### src/design/i24alu_pkg.sv
// Package for the checked 24-bit signed ALU: data width, operation codes and
// status codes. No dependencies; every other file imports it.
`timescale 1ns / 1ps

package i24alu_pkg;

  // Operand and result width
  localparam int unsigned DATA_WIDTH = 24;
  localparam int unsigned EXP_WIDTH  = 32;
  localparam int unsigned MODE_WIDTH = 3;
  localparam int unsigned STAT_WIDTH = 2;

  // Operation codes
  localparam logic [MODE_WIDTH-1:0] MODE_ADD = 3'd0;
  localparam logic [MODE_WIDTH-1:0] MODE_SUB = 3'd1;
  localparam logic [MODE_WIDTH-1:0] MODE_MUL = 3'd2;
  localparam logic [MODE_WIDTH-1:0] MODE_DIV = 3'd3;
  localparam logic [MODE_WIDTH-1:0] MODE_POW = 3'd4;
  localparam logic [MODE_WIDTH-1:0] MODE_CMP = 3'd5;

  // Status codes
  localparam logic [STAT_WIDTH-1:0] ST_OK   = 2'd0;
  localparam logic [STAT_WIDTH-1:0] ST_OVF  = 2'd1;
  localparam logic [STAT_WIDTH-1:0] ST_DIV0 = 2'd2;

endpackage

### src/design/i24alu_if.sv
// Handshake channels of the checked ALU: request (operation and operands) and
// response (result, status, equality flag). Depends on i24alu_pkg.
`timescale 1ns / 1ps

interface i24alu_req_if import i24alu_pkg::*; ();
  logic                          valid;
  logic                          ready;
  logic        [MODE_WIDTH-1:0]  mode;
  logic signed [DATA_WIDTH-1:0]  operand_a;
  logic signed [DATA_WIDTH-1:0]  operand_b;
  logic        [EXP_WIDTH-1:0]   exponent;

  modport source (output valid, mode, operand_a, operand_b, exponent, input ready);
  modport sink   (input valid, mode, operand_a, operand_b, exponent, output ready);
endinterface

interface i24alu_rsp_if import i24alu_pkg::*; ();
  logic                          valid;
  logic                          ready;
  logic signed [DATA_WIDTH-1:0]  result;
  logic        [STAT_WIDTH-1:0]  status;
  logic                          equal;

  modport source (output valid, result, status, equal, input ready);
  modport sink   (input valid, result, status, equal, output ready);
endinterface

### src/design/int24_checked_alu_core.sv
// Checked signed 24-bit ALU top level: sequencer around one shared multiplier
// and one shared adder. Depends on i24alu_pkg and the channels in i24alu_if.sv.
//
//  channel | dir | payload                                  | transfer
//  req_i   | in  | mode, operand_a, operand_b, exponent     | valid & ready
//  rsp_o   | out | result, status, equal                    | valid & ready
//
// Add, subtract, multiply, compare: worked out in the run state, then written to the output register.
// Divide: the 24 restoring steps on the shared adder, then the sign step; a zero
// divisor answers straight from the run state, with no steps.
// Power: one round of the shared multiplier per exponent step.
// Reset clears the sequencer and the response valid; no clearing pass.
// A request is taken only while the sequencer is idle; a stalled response is
// held in the output register and the next request may already be taken.
`timescale 1ns / 1ps

module int24_checked_alu_core import i24alu_pkg::*; (
  input  logic             clk_i,
  input  logic             rst_ni,
  i24alu_req_if.sink       req_i,
  i24alu_rsp_if.source     rsp_o
);

  localparam int unsigned DW = DATA_WIDTH;
  localparam int unsigned CW = $clog2(DW + 1);

  // Sequencer states
  localparam logic [1:0] S_IDLE  = 2'd0;
  localparam logic [1:0] S_RUN   = 2'd1;
  localparam logic [1:0] S_DFIN  = 2'd2;
  localparam logic [1:0] S_WRITE = 2'd3;

  logic [1:0]              state_q, state_d;
  logic [MODE_WIDTH-1:0]   mode_q;
  logic signed [DW-1:0]    a_q, b_q;
  logic [EXP_WIDTH-1:0]    exp_q;
  logic signed [DW-1:0]    acc_q, acc_d;
  logic [DW-1:0]           quo_q, quo_d;
  logic [DW-1:0]           rem_q, rem_d;
  logic [DW-1:0]           dmag_q;
  logic [CW-1:0]           cnt_q, cnt_d;
  logic signed [DW-1:0]    res_q, res_d;
  logic [STAT_WIDTH-1:0]   st_q, st_d;
  logic                    eq_q, eq_d;

  logic                    out_valid_q;
  logic signed [DW-1:0]    out_res_q;
  logic [STAT_WIDTH-1:0]   out_st_q;
  logic                    out_eq_q;

  logic                    req_xfer;
  logic                    out_load;

  // Shared multiplier
  logic signed [DW-1:0]    mul_x;
  logic signed [2*DW-1:0]  prod;
  logic                    prod_fits;

  // Shared adder, two guard bits
  logic [DW+1:0]           add_x, add_y, add_sum;
  logic                    add_sub;
  logic                    sum_fits;

  // Divide step and finish
  logic [DW-1:0]           cand;
  logic [DW-1:0]           quo_neg;
  logic                    div_neg;

  // Power handling
  logic                    pow_trivial;
  logic [EXP_WIDTH-1:0]    round_next;

  assign req_xfer    = req_i.valid && req_i.ready;
  assign req_i.ready = (state_q == S_IDLE);
  assign out_load    = (state_q == S_WRITE) && (!out_valid_q || rsp_o.ready);

  // Multiplier: acc * a in power mode, b * a in multiply mode
  assign mul_x     = (mode_q == MODE_POW) ? acc_q : b_q;
  assign prod      = mul_x * a_q;
  assign prod_fits = (&prod[2*DW-1:DW-1]) || !(|prod[2*DW-1:DW-1]);

  // Adder operand selection: divide step or add / subtract
  assign cand = {rem_q[DW-2:0], quo_q[DW-1]};
  always_comb begin
    if (mode_q == MODE_DIV) begin
      add_x   = {2'b00, cand};
      add_y   = {2'b00, dmag_q};
      add_sub = 1'b1;
    end else begin
      add_x   = {{2{a_q[DW-1]}}, a_q};
      add_y   = {{2{b_q[DW-1]}}, b_q};
      add_sub = (mode_q == MODE_SUB);
    end
  end
  assign add_sum  = add_x + (add_sub ? ~add_y : add_y) + {{(DW+1){1'b0}}, add_sub};
  assign sum_fits = (&add_sum[DW+1:DW-1]) || !(|add_sum[DW+1:DW-1]);

  assign div_neg = a_q[DW-1] ^ b_q[DW-1];
  assign quo_neg = ~quo_q + {{(DW-1){1'b0}}, 1'b1};

  assign pow_trivial = (exp_q == '0) || (a_q == '0) || (a_q == {{(DW-1){1'b0}}, 1'b1})
                       || (a_q == {DW{1'b1}});
  assign round_next  = {{(EXP_WIDTH-CW){1'b0}}, cnt_q} + {{(EXP_WIDTH-1){1'b0}}, 1'b1};

  // Sequencer and per-mode work
  always_comb begin
    state_d = state_q;
    acc_d   = acc_q;
    quo_d   = quo_q;
    rem_d   = rem_q;
    cnt_d   = cnt_q;
    res_d   = res_q;
    st_d    = st_q;
    eq_d    = eq_q;
    unique case (state_q)
      S_IDLE: begin
        if (req_xfer) begin
          state_d = S_RUN;
        end
      end
      S_RUN: begin
        state_d = S_WRITE;
        res_d   = '0;
        st_d    = ST_OK;
        eq_d    = 1'b0;
        case (mode_q)
          MODE_ADD, MODE_SUB: begin
            if (sum_fits) res_d = add_sum[DW-1:0];
            else          st_d  = ST_OVF;
          end
          MODE_MUL: begin
            if (prod_fits) res_d = prod[DW-1:0];
            else           st_d  = ST_OVF;
          end
          MODE_DIV: begin
            if (dmag_q == '0) begin
              st_d = ST_DIV0;
            end else begin
              // one restoring step
              state_d = S_RUN;
              if (add_sum[DW+1]) begin
                rem_d = cand;
                quo_d = {quo_q[DW-2:0], 1'b0};
              end else begin
                rem_d = add_sum[DW-1:0];
                quo_d = {quo_q[DW-2:0], 1'b1};
              end
              cnt_d = cnt_q + 1'b1;
              if (cnt_q == CW'(DW - 1)) state_d = S_DFIN;
            end
          end
          MODE_POW: begin
            if (exp_q == '0) begin
              res_d = DW'(1);
            end else if (pow_trivial) begin
              // base of zero, one or minus one
              if (a_q == {DW{1'b1}} && !exp_q[0]) res_d = DW'(1);
              else                                res_d = a_q;
            end else if (!prod_fits) begin
              st_d = ST_OVF;
            end else if (round_next == exp_q) begin
              res_d = prod[DW-1:0];
            end else begin
              // one more round
              state_d = S_RUN;
              acc_d   = prod[DW-1:0];
              cnt_d   = cnt_q + 1'b1;
            end
          end
          MODE_CMP: begin
            eq_d = (a_q == b_q);
          end
          default: begin
          end
        endcase
      end
      S_DFIN: begin
        // apply sign, catch the one quotient that does not fit
        state_d = S_WRITE;
        eq_d    = 1'b0;
        if (!div_neg && quo_q[DW-1]) begin
          res_d = '0;
          st_d  = ST_OVF;
        end else begin
          res_d = div_neg ? quo_neg : quo_q;
          st_d  = ST_OK;
        end
      end
      S_WRITE: begin
        if (out_load) state_d = S_IDLE;
      end
      default: state_d = S_IDLE;
    endcase
  end

  // Control registers
  always_ff @(posedge clk_i or negedge rst_ni) begin
    if (!rst_ni) begin
      state_q     <= S_IDLE;
      out_valid_q <= 1'b0;
    end else begin
      state_q <= state_d;
      if (out_load)         out_valid_q <= 1'b1;
      else if (rsp_o.ready) out_valid_q <= 1'b0;
    end
  end

  // Operand capture and working registers
  always_ff @(posedge clk_i) begin
    if (req_xfer) begin
      mode_q <= req_i.mode;
      a_q    <= req_i.operand_a;
      b_q    <= req_i.operand_b;
      exp_q  <= req_i.exponent;
      acc_q  <= DW'(1);
      cnt_q  <= '0;
      rem_q  <= '0;
      quo_q  <= req_i.operand_a[DW-1] ? (~req_i.operand_a + DW'(1)) : req_i.operand_a;
      dmag_q <= req_i.operand_b[DW-1] ? (~req_i.operand_b + DW'(1)) : req_i.operand_b;
    end else begin
      acc_q <= acc_d;
      cnt_q <= cnt_d;
      rem_q <= rem_d;
      quo_q <= quo_d;
    end
    res_q <= res_d;
    st_q  <= st_d;
    eq_q  <= eq_d;
  end

  // Output register
  always_ff @(posedge clk_i) begin
    if (out_load) begin
      out_res_q <= res_q;
      out_st_q  <= st_q;
      out_eq_q  <= eq_q;
    end
  end

  assign rsp_o.valid  = out_valid_q;
  assign rsp_o.result = out_res_q;
  assign rsp_o.status = out_st_q;
  assign rsp_o.equal  = out_eq_q;

`ifndef SYNTHESIS
  // Any failing status comes with a zero result
  assert property (@(posedge clk_i) disable iff (!rst_ni)
    rsp_o.valid && (rsp_o.status != ST_OK) |-> rsp_o.result == '0)
    else $error("non-zero result with failing status");

  // Equality flag only ever set on a clean compare
  assert property (@(posedge clk_i) disable iff (!rst_ni)
    rsp_o.valid && rsp_o.equal |-> (rsp_o.status == ST_OK) && (rsp_o.result == '0))
    else $error("equal flag outside compare result");

  // Divide never runs past its last step
  assert property (@(posedge clk_i) disable iff (!rst_ni)
    (state_q == S_RUN) && (mode_q == MODE_DIV) |-> cnt_q < CW'(DW))
    else $error("divide step count overrun");

  // A taken request starts work at once
  assert property (@(posedge clk_i) disable iff (!rst_ni)
    req_i.valid && req_i.ready |=> state_q == S_RUN)
    else $error("request taken but sequencer did not start");

  // Power rounds stay within the width bound
  assert property (@(posedge clk_i) disable iff (!rst_ni)
    (state_q == S_RUN) && (mode_q == MODE_POW) |-> cnt_q <= CW'(DW))
    else $error("power round count overrun");
`endif

endmodule

### src/flat_wrapper.sv
// flat-port wrapper written by rule: the top's interface ports become plain ports
module int24_checked_alu_core_flat import i24alu_pkg::*;
  (clk_i, rst_ni, req_i_valid, req_i_mode, req_i_operand_a, req_i_operand_b, req_i_exponent, req_i_ready, rsp_o_valid, rsp_o_result, rsp_o_status, rsp_o_equal, rsp_o_ready);
  i24alu_req_if req_i_i ();
  i24alu_rsp_if rsp_o_i ();
  input  logic clk_i;
  input  logic rst_ni;
  input wire logic [$bits(req_i_i.valid)-1:0] req_i_valid;
  input wire logic [$bits(req_i_i.mode)-1:0] req_i_mode;
  input wire logic [$bits(req_i_i.operand_a)-1:0] req_i_operand_a;
  input wire logic [$bits(req_i_i.operand_b)-1:0] req_i_operand_b;
  input wire logic [$bits(req_i_i.exponent)-1:0] req_i_exponent;
  output wire logic [$bits(req_i_i.ready)-1:0] req_i_ready;
  output wire logic [$bits(rsp_o_i.valid)-1:0] rsp_o_valid;
  output wire logic [$bits(rsp_o_i.result)-1:0] rsp_o_result;
  output wire logic [$bits(rsp_o_i.status)-1:0] rsp_o_status;
  output wire logic [$bits(rsp_o_i.equal)-1:0] rsp_o_equal;
  input wire logic [$bits(rsp_o_i.ready)-1:0] rsp_o_ready;
  assign req_i_i.valid = req_i_valid;
  assign req_i_i.mode = req_i_mode;
  assign req_i_i.operand_a = req_i_operand_a;
  assign req_i_i.operand_b = req_i_operand_b;
  assign req_i_i.exponent = req_i_exponent;
  assign req_i_ready = req_i_i.ready;
  assign rsp_o_valid = rsp_o_i.valid;
  assign rsp_o_result = rsp_o_i.result;
  assign rsp_o_status = rsp_o_i.status;
  assign rsp_o_equal = rsp_o_i.equal;
  assign rsp_o_i.ready = rsp_o_ready;
  int24_checked_alu_core u_core (.clk_i(clk_i), .rst_ni(rst_ni), .req_i(req_i_i), .rsp_o(rsp_o_i));
endmodule
### config.mk
export PLATFORM = sky130hd
export DESIGN_NAME = int24_checked_alu_core_flat
export DESIGN_NICKNAME = d
export VERILOG_FILES = /design/src/design/i24alu_pkg.sv /design/src/design/i24alu_if.sv /design/src/design/int24_checked_alu_core.sv /design/src/flat_wrapper.sv
export SDC_FILE = /design/constraint.sdc
export NUM_CORES = 2
export LEC_CHECK = 0
export BUFFER_PORTS_ARGS = -buffer_cell sky130_fd_sc_hd__buf_2
export CELL_PAD_IN_SITES_DETAIL_PLACEMENT = 1
export CELL_PAD_IN_SITES_GLOBAL_PLACEMENT = 1
export CORE_UTILIZATION = 55
export CTS_CLUSTER_DIAMETER = 30
export DETAILED_ROUTE_END_ITERATION = 10
export HOLD_SLACK_MARGIN = 0.05
export PLACE_DENSITY = 0.94
export SLEW_MARGIN = 20
export SYNTH_ARGS = -nofsm -noshare
export SYNTH_HDL_FRONTEND = slang
export SYNTH_SLANG_ARGS = --single-unit
### constraint.sdc
create_clock -name clk_i -period 26.2 [get_ports clk_i]
set_clock_uncertainty 0.1 [all_clocks]
set_input_delay 2.62 -clock clk_i [delete_from_list [all_inputs] [get_ports clk_i]]
set_output_delay 2.62 -clock clk_i [all_outputs]
set_load 0.005 [all_outputs]
### Yosys cells after proc, flatten, opt, wreduce, memory -nomap -nowiden

Cells that the tools add are included.

* add/subtract/negate cells: 7
* $mul: 1
* div/mod/pow operators: 0
* $lt $le $gt $ge: 0
* equal/unequal tests: 21
* shifts and indexed selects: 0
* muxes and demuxes: 52
* bitwise gates (word level): 9
* reductions and logical operators: 35

Operator list (count)
* 24-bit 2-to-1 mux: 15
* 26-bit 2-to-1 mux: 3
* 24-bit NOT: 3
* 24-bit case mux with 3 select lines: 1
* 24-bit by 2-bit adder with 24-bit output (second input constant): 2
* 24-bit logical NOT: 2
* 24-bit by 24-bit multiplier with 48-bit output: 1
* 24-bit case mux with 2 select lines: 1
* 23-bit 2-to-1 mux: 2
* 32-bit equality test: 1
* 32-bit logical NOT: 1
* 26-bit by 1-bit adder with 26-bit output: 1
* 26-bit adder: 1
* 26-bit NOT: 1
* 5-bit 2-to-1 mux: 5
* 25-bit AND reduction: 1
* 25-bit OR reduction: 1
* 24-bit by 1-bit adder with 24-bit output (second input constant): 1
* 24-bit by 1-bit equality test with 1-bit output (second input constant): 1
* 24-bit equality test: 1
* 24-bit equality test (second input constant): 1
* 2-bit 2-to-1 mux: 10
* 2-bit case mux with 4 select lines: 2
* 2-bit inequality test (second input constant): 5
* other kinds (27): 62

* bits in registers: 240
* latch bits: 0
* RAM bits: 0
* memory bits (read-only): 0
* output and inout bits: 29
* logic and storage cells: 143
* memories kept: 0

### Longest topological paths before layout

* depth in word-level cells: 12
* gate-level depth with buffers: 38
* depth with buffers taken out: 31

### Least setup slack after synthesis

Ideal clock, no wire load.

* kind: reg-to-reg
* from: register u_core.mode_q[1]
* to: register u_core.acc_q[16]
* arrival time: 9777 ps
* data required time: 25815 ps
* setup slack: 16039 ps
* stages on the path, launching flop included: 37
* buffers on the path: 7
* clock period less this slack: 10161 ps
* cells stage by stage: edfxtp_1 > clkbuf_1 > nor2b_1 > nand2b_1 > clkbuf_1 > clkbuf_1 > clkbuf_1 > nand2_1 > o21ai_1 > clkbuf_1 > nand2_1 > inv_1 > fa_1 > inv_1 > fa_1 > inv_1 > fa_1 > inv_1 > fa_1 > fa_1 > fa_1 > fa_1 > inv_1 > ha_1 > buf_2 > a21oi_1 > nand3_1 > o211ai_1 > o21bai_1 > a2111oi_0 > o2111ai_1 > or4_1 > or4_4 > o32ai_4 > buf_12 > mux2i_1 > nor2_1

* longest elaborated chain between the ends: 7

Ends and longest elaborated chain
* start: declaration: line int24_checked_alu_core.sv:34 `logic [MODE_WIDTH-1:0] mode_q;`
* start signal: assignment: line int24_checked_alu_core.sv:211 `mode_q <= req_i.mode;`
* 3-bit equality test *: line int24_checked_alu_core.sv:78, int24_checked_alu_core.sv:126
* 24-bit 2-to-1 mux: line int24_checked_alu_core.sv:78 `assign mul_x = (mode_q == MODE_POW) ? acc_q : b_q;`
* 24-bit by 24-bit multiplier with 48-bit output: line int24_checked_alu_core.sv:79 `assign prod = mul_x * a_q;`
* 25-bit OR reduction: line int24_checked_alu_core.sv:80 `assign prod_fits = (&prod[2*DW-1:DW-1]) || !(|prod[2*DW-1:DW-1]);`
* 1-bit logical NOT: line int24_checked_alu_core.sv:80
* 1-bit logical OR: line int24_checked_alu_core.sv:80
* 6-bit AND reduction (no line)
* end signal: assignment: line int24_checked_alu_core.sv:215 `acc_q <= DW'(1);`
* end signal: assignment: line int24_checked_alu_core.sv:221 `acc_q <= acc_d;`
* end: declaration: line int24_checked_alu_core.sv:37 `logic signed [DW-1:0] acc_q, acc_d;`

Every way passes the cells marked *; elsewhere a longest branch is shown, timed or not.
A chain may end at the register's enable or synchronous reset.

### Worst setup path after layout

* from: register u_core.mode_q[2]
* to: register u_core.res_q[6] (data pin)

* longest elaborated chain between the ends: 12

Ends and longest elaborated chain
* parallel branches: the longest is 10 deep, another holds 24-bit by 24-bit multiplier with 48-bit output
* 24-bit case mux with 3 select lines *: line int24_checked_alu_core.sv:126 `case (mode_q)`
* 24-bit case mux with 2 select lines *: line int24_checked_alu_core.sv:115 `unique case (state_q)`
* named net u_core.res_d[6]: line int24_checked_alu_core.sv:42 `logic signed [DW-1:0] res_q, res_d;`
* end signal: assignment: line int24_checked_alu_core.sv:226 `res_q <= res_d;`
* end: declaration: line int24_checked_alu_core.sv:42

Mark *: on every way through the listed nets, which the timed path passes.

==> summary.txt <==
Global route
  • Met1 Use GR: 0.475
  • Antenna violations before repair: 16
  • Most Crowded Layer GR: met2
  • Largest net degree at the start of global routing: 100
  • First-pass GRT wire length: 219 mm
  • Met3 Usage GRT: 0.142
  • Congestion Overflow GR: 0
  • Vias in the first global route: roughly 36,000
  • M2 GR Usage: 0.710
  • Gr usage total: 0.445

Die
  • Die outline width: between 200 and 300 um
  • Die span in y: approximately 260 um
  • Core area: 63,500 um2
  • Num ports: 116
  • Initial Utilization: 0.561
  • Rows: 92
  • DIE AREA: 65,900 um2

Synth
  • Synth Cell Area: 35,700 um2
  • Synth unique cells: 92
  • Top FF cell, synth: edfxtp_1
  • Main combinational cell family by area after synthesis: adder cells
  • Post-synth top cells: fa_1 (608), inv_1 (538), nand2_1 (523)
  • Post-synth EDFFs: 184
  • Synth Area in Simple Gates: 0.169
  • Mux cell area share after synthesis: 0.0222
  • Ys Warns: 0
  • Asr flop ratio synth: 0.0126
  • Yosys reg bits: around 240
  • Synth top area share: 0.341
  • Complex-gate fraction of the synthesized area: 0.0986
  • Syn Nets: 4,623
  • Post-synthesis adder-cell area fraction: 0.400
  • Seq/Total Area, Yosys: 0.186
  • Mean Syn Cell Area: 9.48 um2
  • Xor/xnor share of the synthesized area: 0.0427
  • Synth area leader: fa_1
  • Ranking of synthesized cells by area: fa_1 (34%), edfxtp_1 (15%), ha_1 (5.8%)
  • Post-synthesis cell count: 3,762
  • Most numerous cell in the Yosys netlist: fa_1

Min path
  • Hold Crit Depth: 0
  • Hold endpoint: u_core.rsp_o.result[5]
  • Hold Startpoint: u_core.res_q[5]
  • Worst hold path class: register to register

Critical path
  • Worst path required time: about 26 ns
  • Crit-path slowest cell: fa_1
  • Flop-to-flop setup slack: 14.21 ns
  • CP Buf/Inv Count: 5
  • R2r worst-path depth: 29
  • CP most frequent cell: fa_1
  • Worst r2r src: u_core.mode_q[2]
  • Cell family with most CP delay: adder cells
  • Critical path class: register to register
  • Worst Path Arrival: 12.26 ns
  • Crit. End Element: register
  • Worst Setup Start Kind: register
  • Worst-path fanout max: 34
  • Max incr delay on CP: 0.90 ns
  • End of the worst register-to-register path: u_core.res_q[6]

Layout
  • Layout cells sized above 1: 0.0808
  • Fin nets: 4,604
  • Area growth syn-to-layout: 7.14%
  • Final Instance Area: 38,200 um2

Timing
  • Max frequency: 0.0834 GHz
  • Final period demand of the worst path: 11.99 ns
  • RSZ-0062 raised after global routing: false
  • Final Cycle Share: 0.458
  • Slew @ Worst Pin: 1.21 ns
  • Slew margin rel.: 0.189
  • Slew Viols, Final: 0
  • Fin Setup TNS: 0 ns
  • Setup Viol. Count Final: 0
  • Fin. Hold Viols: 0

Clock tree
  • TritonCTS buffer count: 39
  • Sink Count: 239
  • CTS tree: yes
  • CTS Hold Buffers Added: 0
  • Post-CTS resize count: 0
  • CTS clk-pin slew, worst paths: roughly 0.07 ns
  • Max Buffers Root-to-Sink: 3
  • H-Tree Depth: 2
  • Clock root buffer: clkbuf_16
  • # Post-CTS Setup Buffers: 0
  • Worst-Skew Late Latency: ~0.6 ns

Place
  • Post-DP HPWL: 101 mm
  • # port buffers: 115
  • Placed inst area: 36,800 um2
  • Routability cong.: 0.973

Run
  • Max-Cap Viols: 0

Detailed routing
  • DRC: 0
  • Drt wl/cell: 31.5 um
  • 1st-pass router iterations: 10
  • Post-route antenna net violation count: 0
  • Final wirelength: 146 mm
  • Via count: between 30,000 and 40,000
  • Drt initial violations: 4,029
  • Via density per instance: 6.86

Run status
  • Status: finished, final reports clean
==> how the worst max path moves through the flow <==
stage	slack, ns	endpoint	cells past startpoint	startpoint
6_report	14.21	u_core.res_q[6]	29	u_core.mode_q[2]
5_1_grt	14.13	u_core.res_q[5]	29	u_core.mode_q[1]
4_1_cts	14.69	u_core.res_q[6]	31	u_core.mode_q[2]
3_5_place_dp	15.16	u_core.res_q[8]	31	u_core.mode_q[2]
3_3_place_gp	15.73	u_core.res_q[10]	31	u_core.mode_q[2]
2_1_floorplan	16.04	u_core.acc_q[16]	36	u_core.mode_q[1]
==> kinds of logic after synthesis <==
family | count (synthesis)
flops | 239
fa+ha+maj | 774
mux | 76
xor+xnor | 174
buf+inv | 757
compound gates | 518
simple gates | 1224
==> cells in the final DEF (no fill, tap or decap), types with 25 or more instances in the layout <==
cell type	Yosys	routed
buf_4	0	42
ha_1	166	165
a21oi_1	88	88
fa_1	608	608
nor2b_1	33	33
and2_1	270	269
a21o_1	46	46
inv_1	538	538
nor4_1	35	33
mux2_2	25	25
nand4_1	38	38
clkbuf_16	0	42
o21ai_0	122	119
a211oi_1	47	47
nand2_1	523	520
nor2_1	131	131
mux2i_1	51	51
dfxtp_1	52	52
nor3_1	29	28
buf_2	15	115
xor2_1	83	83
xnor2_1	91	91
edfxtp_1	184	184
nand3_1	44	44
==> registers in the layout, indices dropped and copies added, names as in the netlist, named ones only <==
register             flops
u_core.rsp_o.result     24
u_core.rsp_o.equal       1
u_core.rem_q            23
u_core.b_q              23
u_core.a_q              24
u_core.exp_q            32
u_core.rsp_o.valid       1
u_core.acc_q            24
u_core.rsp_o.status      2
u_core.mode_q            3
u_core.st_q              2
u_core.res_q            24
u_core.eq_q              1
u_core.dmag_q           24
u_core.quo_q            24
u_core.cnt_q             5
u_core.state_q           1
==> layer usage <==
metal,vias to the layer above,wire [um],share of wire
met1,15900,45700,0.31
met4,10,15700,0.11
met3,1077,17200,0.12
li1,12100,-,-
met2,2594,67200,0.46
met5,-,64,0.00044
==> cell type report <==
class                           count  area (um2)
Multi-Input combinational cell   2766       26200
Fill cell                        7057       25300
Sequential cell                   239        6640
Inverter                          540        2030
Tap cell                          846        1060
Clock buffer                       43        1050
Timing Repair Buffer              157         891
Clock inverter                     29         357
Antenna cell                        6        15.0
==> worst reg2reg max path, delay by kind of cell (launching register included) <==
kind,cells,cell delay [ns]
AND/OR/NAND/NOR,8,2.64
flip-flops,1,0.60
AO/OA/AOI/OAI,8,2.89
adder cells (fa/ha/maj),8,4.39
buffers and inverters,5,1.16
==> through the flow <==
step / util / setup slack [ns] / hold slack (ns) / instances
floorplan: - / 16.04 / 0.300 / 3762
global placement: 0.578 / 15.73 / 0.304 / 4548
detailed placement: 0.578 / 15.16 / 0.306 / 4548
CTS: 0.601 / 14.69 / 0.322 / 4620
global route: 0.601 / 14.13 / 0.325 / 4625
finish: 0.601 / 14.21 / 0.323 / 4626
Power is not shown: default switching activity piles up to over one toggle a cycle in this logic, so the estimate is an artifact.
